--- src/sv/wfe_isqrt.sv ---
// ----------------------------------------------------------------------------
// wfe_isqrt: pipelined integer square root
// One result bit per stage, floor(sqrt(n)).
// ----------------------------------------------------------------------------
module wfe_isqrt #(
	parameter int RW = 30
) (
	input  logic            clk,
	input  logic            arst_n,
	input  logic            ce,
	input  logic            in_valid,
	input  logic [2*RW-1:0] radicand,
	output logic            out_valid,
	output logic [RW-1:0]   root
);

	localparam int NW = 2 * RW;

	logic [NW-1:0] n_s [RW];
	logic [NW-1:0] r_s [RW];
	logic          vld_s [RW];

	for (genvar k = 0; k < RW; k++) begin : g_stage
		localparam logic [NW-1:0] BIT = NW'(1) << (2 * (RW - 1 - k));
		logic [NW-1:0] nin, rin, trial;
		logic          vin;

		if (k == 0) begin : g_first
			assign nin = radicand;
			assign rin = '0;
			assign vin = in_valid;
		end else begin : g_next
			assign nin = n_s[k-1];
			assign rin = r_s[k-1];
			assign vin = vld_s[k-1];
		end

		assign trial = rin + BIT;

		always_ff @(posedge clk) begin
			if (ce) begin
				if (nin >= trial) begin
					n_s[k] <= nin - trial;
					r_s[k] <= (rin >> 1) + BIT;
				end else begin
					n_s[k] <= nin;
					r_s[k] <= rin >> 1;
				end
			end
		end

		always_ff @(posedge clk or negedge arst_n) begin
			if (!arst_n) begin
				vld_s[k] <= 1'b0;
			end else if (ce) begin
				vld_s[k] <= vin;
			end
		end
	end

	assign root      = r_s[RW-1][RW-1:0];
	assign out_valid = vld_s[RW-1];

endmodule

--- config.mk ---
export PLATFORM = sky130hd
export DESIGN_NAME = wfe_isqrt
export DESIGN_NICKNAME = d
export VERILOG_FILES = /design/src/sv/wfe_isqrt.sv
export SDC_FILE = /design/constraint.sdc
export NUM_CORES = 2
export LEC_CHECK = 0
export CORE_UTILIZATION = 30
export CTS_CLUSTER_SIZE = 20
export DETAILED_ROUTE_END_ITERATION = 10
export DONT_BUFFER_PORTS = 1
export GPL_ROUTABILITY_DRIVEN = 0
export PLACE_DENSITY_LB_ADDON = 0.3
export SYNTH_ARGS = -nofsm -noshare
export SYNTH_HDL_FRONTEND = slang
export SYNTH_SLANG_ARGS = --single-unit
--- constraint.sdc ---
create_clock -name clk -period 6.6 [get_ports clk]
set_input_delay 0.66 -clock clk [delete_from_list [all_inputs] [get_ports clk]]
set_output_delay 0.66 -clock clk [all_outputs]
set_load 0.02 [all_outputs]
==> out/qor.tcl <==
set qor(powerDensity_mw_per_mm2) 335
set qor(area_growth_pct) 13.1
set qor(tritoncts_clock_tree) {built}
set qor(hold_class) {primary input to flop}
set qor(fillers) 34664
set qor(final-max-slew-violation-count) 0
set qor(syn_inst) 8604
set qor(yosys_warnings) 0
set qor(die_h_um) 602
set qor(cts.clk_slew.worst_paths_ns) 0.06
set qor(grt.total_usage_pct) 14.4
set qor(final_layout_size_suffix_gt1_share_pct) 6.64
set qor(detailed_place_hpwl_um) 203000
set qor(crit_path_start_kind) {flop}
set qor(worst_hold_slack_ns) 0.104
set qor(drt_first_pass_iters) 6
set qor(pin_count) 95
set qor(die_area_mm2) 0.362
set qor(drt.antenna.violating_nets) 0
set qor(holdPathStages) 3
set qor(power.ir.vdd_worst_uv) 221
set qor(met3RoutedLength_um) 17700
set qor(most_used_dff_post_synth) {edfxtp_1}
set qor(timing.fmax_mhz) 207
set qor(grt_max_degree) 195
set qor(wl_per_cell_um) 19.6
set qor(totalNegativeSetupSlack_ns) 0
set qor(met1Wirelength_um) 121000
set qor(cp.arrival_ns) 5.41
set qor(final_min_period_over_clock_period_pct) 73.2
set qor(crit_path_max_incr_delay_ns) 1.06
set qor(antenna_found_initial) 11
set qor(post_drt_via_cell_ratio) 5.05
set qor(global_route_wire_length_before_repair_um) 407000
set qor(grt_setup_unrepaired) {no}
set qor(ff_latch_area_mm2) 0.0670
set qor(vias) 69271
set qor(cap_viol_max_count) 0
set qor(start_util_pct) 30.2
set qor(top_layer_used) {met5}
set qor(clock_skew_ns) 0.119
set qor(clock-sinks) 2235
set qor(fp-row-count) 219
set qor(leakage_nw) 44.7
set qor(ys_ff_latch) 2235
set qor(initialDrtViolationCount) 6607
set qor(reg2reg_depth) 10
set qor(setup.worst_path.end_class) {flop}
set qor(port-buffer-count) 0
set qor(timing_worst_setup_path_type) {flop to flop}
set qor(synth.cell_area_mm2) 0.108
set qor(first_global_vias) 67526
set qor(layout_commonest_cell) {edfxtp_1}
set qor(synthDistinctLibCells) 90
set qor(status) {completed}
set qor(cts-root-buf) {clkbuf_16}
set qor(multi_input_comb_area_mm2) 0.0380
set qor(timing_hold_violations_final) 0
set qor(timing.critical_path.slowest_stage_cell) {o2111ai_1}
set qor(layout_common_cells) {edfxtp_1, inv_1, nand2_1, ha_1, nor2_1}
set qor(asyncSetResetFlopFracSynth_pct) 1.34
set qor(syn-num-nets) 9161
set qor(core_area_mm2) 0.357
set qor(worst_skew_pair.late_latency_ns) 0.91
set qor(routed-wl-met2_um) 122000
set qor(post_route_minimum_period_ns) 4.83
set qor(synth_area_per_cell_um2) 12.5
set qor(detail_route.wirelength_um) 269000
set qor(clock_buffers_created_by_tritoncts) 235
set qor(setup_viol_count_final) 0
set qor(clock_tree.htree_level_count) 4
set qor(synth-edff-count) 2205
set qor(final_net_count) 9320
set qor(post_cts_setup_buffers) 0
set qor(route.detailed.drc) 0
set qor(synth_seq_area_share_pct) 62.0
set qor(timing.critical_path.required_ns) 7.18
set qor(clk_path_buf_depth) 4
set qor(floorplan.die.width_um) 602
set qor(worstPathMaxFanout) 13
set qor(cp_cell_sequence) {ha_1 -> o21ai_0 -> o2bb2ai_1 -> a211oi_1 -> o21ai_0 -> o31ai_1 -> a21oi_1 -> o2111ai_1 -> nor4_1 -> xor2_1}
set qor(worst_pin_slew_ns) 1.35
set qor(cp_common_cell) {o21ai_0}
set qor(global_route.overflow_total) 0
set qor(slew_headroom_pct) 9.22
[routing by layer]
| metal | global-route usage (%) | up-vias |
|---|---|---|
| met4 | 3.88 | 2 |
| li1 | - | 32702 |
| met5 | 0.0925 | - |
| met2 | 23.1 | 2256 |
| met1 | 19.7 | 33871 |
| met3 | 2.70 | 440 |
[synthesized netlist by cell type, types with 26 or more instances]
cell      count  share of area, %
a21o_1      238               1.7
o21ai_0     440               2.0
xnor2_1     348               2.8
edfxtp_1   2205                61
nand2b_1     96              0.56
inv_1       607               2.1
nor3_1      237               1.1
o211ai_1     42              0.29
nor4b_1      67              0.54
nor3b_1      26              0.18
or3_1        93              0.54
nand2_1     601               2.1
xor2_1      423               3.4
clkbuf_1    186              0.65
or4_1        58              0.40
nand3b_1     36              0.25
o21bai_1     34              0.24
dfrtp_1      30              0.70
nand3_1     139              0.64
nand4b_1     32              0.26
nor4_1      326               1.9
o31ai_1      39              0.27
and3_1       52              0.30
nor2b_1      58              0.34
nor2_1      469               1.6
mux2_2      100               1.0
a211oi_1     42              0.29
o21a_1       97              0.67
a21oi_1     441               2.0
nand4_1     131              0.76
a31oi_1      44              0.25
ha_1        493               5.7
or2_2        43              0.25
[power by group]
part	internal (mW)	switching, mW
clock network	7.65	5.56
registers	18.0	1.48
logic	3.33	4.87
[worst paths after layout]
check | from | to | slack, ns
hold reg to reg | n_s[0][807]$_DFFE_PP_ | n_s[0][867]$_DFFE_PP_ | 0.39
setup reg to reg | n_s[1][607]$_DFFE_PP_ | n_s[1][711]$_DFFE_PP_ | 1.77
setup / recovery | n_s[1][607]$_DFFE_PP_ | n_s[1][711]$_DFFE_PP_ | 1.77
hold / removal | radicand[58] | n_s[0][59]$_DFFE_PP_ | 0.10
min in group asynchronous | arst_n | g_stage[29].vin$_DFFE_PN0P_ | 0.16
max in group asynchronous | arst_n | g_stage[16].vin$_DFFE_PN0P_ | 6.19
[stage by stage]
stage / power (mW) / std cells / utilization, % / setup WS, ns / area [µm²]
after floorplan: 25.2 / 8604 / - / 2.01 / 108000
after global placement: 27.6 / 13214 / 31.9 / 1.95 / 114000
after detailed placement: 27.7 / 13214 / 31.9 / 1.92 / 114000
after CTS: 41.1 / 13707 / 34.2 / 1.86 / 122000
after global routing: 42.8 / 13709 / 34.2 / 1.57 / 122000
final: 40.8 / 13709 / 34.2 / 1.77 / 122000
[worst max-delay path, delay by kind of cell, from the launching register on]
family	cells	cell delay [ns]
compound gates	7	3.39
xor+xnor	1	0.20
fa+ha+maj	1	0.38
flops	1	0.39
simple gates	1	0.13
[cells by family after synthesis]
logic type	count (synthesis)	synth area share [%]
compound gates	1615	9.41
xor+xnor	771	6.25
simple gates	2561	12.6
buf+inv	812	2.83
fa+ha+maj	493	5.71
mux	117	1.20
flops	2235	62.0
[sequential cells by signal, indices dropped and copies added (netlist names)]
name and cells:
r_s 465, n_s 1740, out_valid 1, g_stage.vin 29
[what timing repair did]
item,in CTS,in global routing
hold endpoints to repair,91,0
hold buffers,63,0
resized for setup,0,0
[cell type report]
class                           count  share of cell area (%)
Multi-Input combinational cell   5557                    31.2
Antenna cell                        2                 0.00410
Tap cell                         4751                    4.87
Inverter                          609                    1.87
Clock buffer                      275                    4.94
Sequential cell                  2235                    54.8
Clock inverter                    155                    1.30
Timing Repair Buffer              125                    1.02
Note: power is estimated with default switching activity, not from simulation.
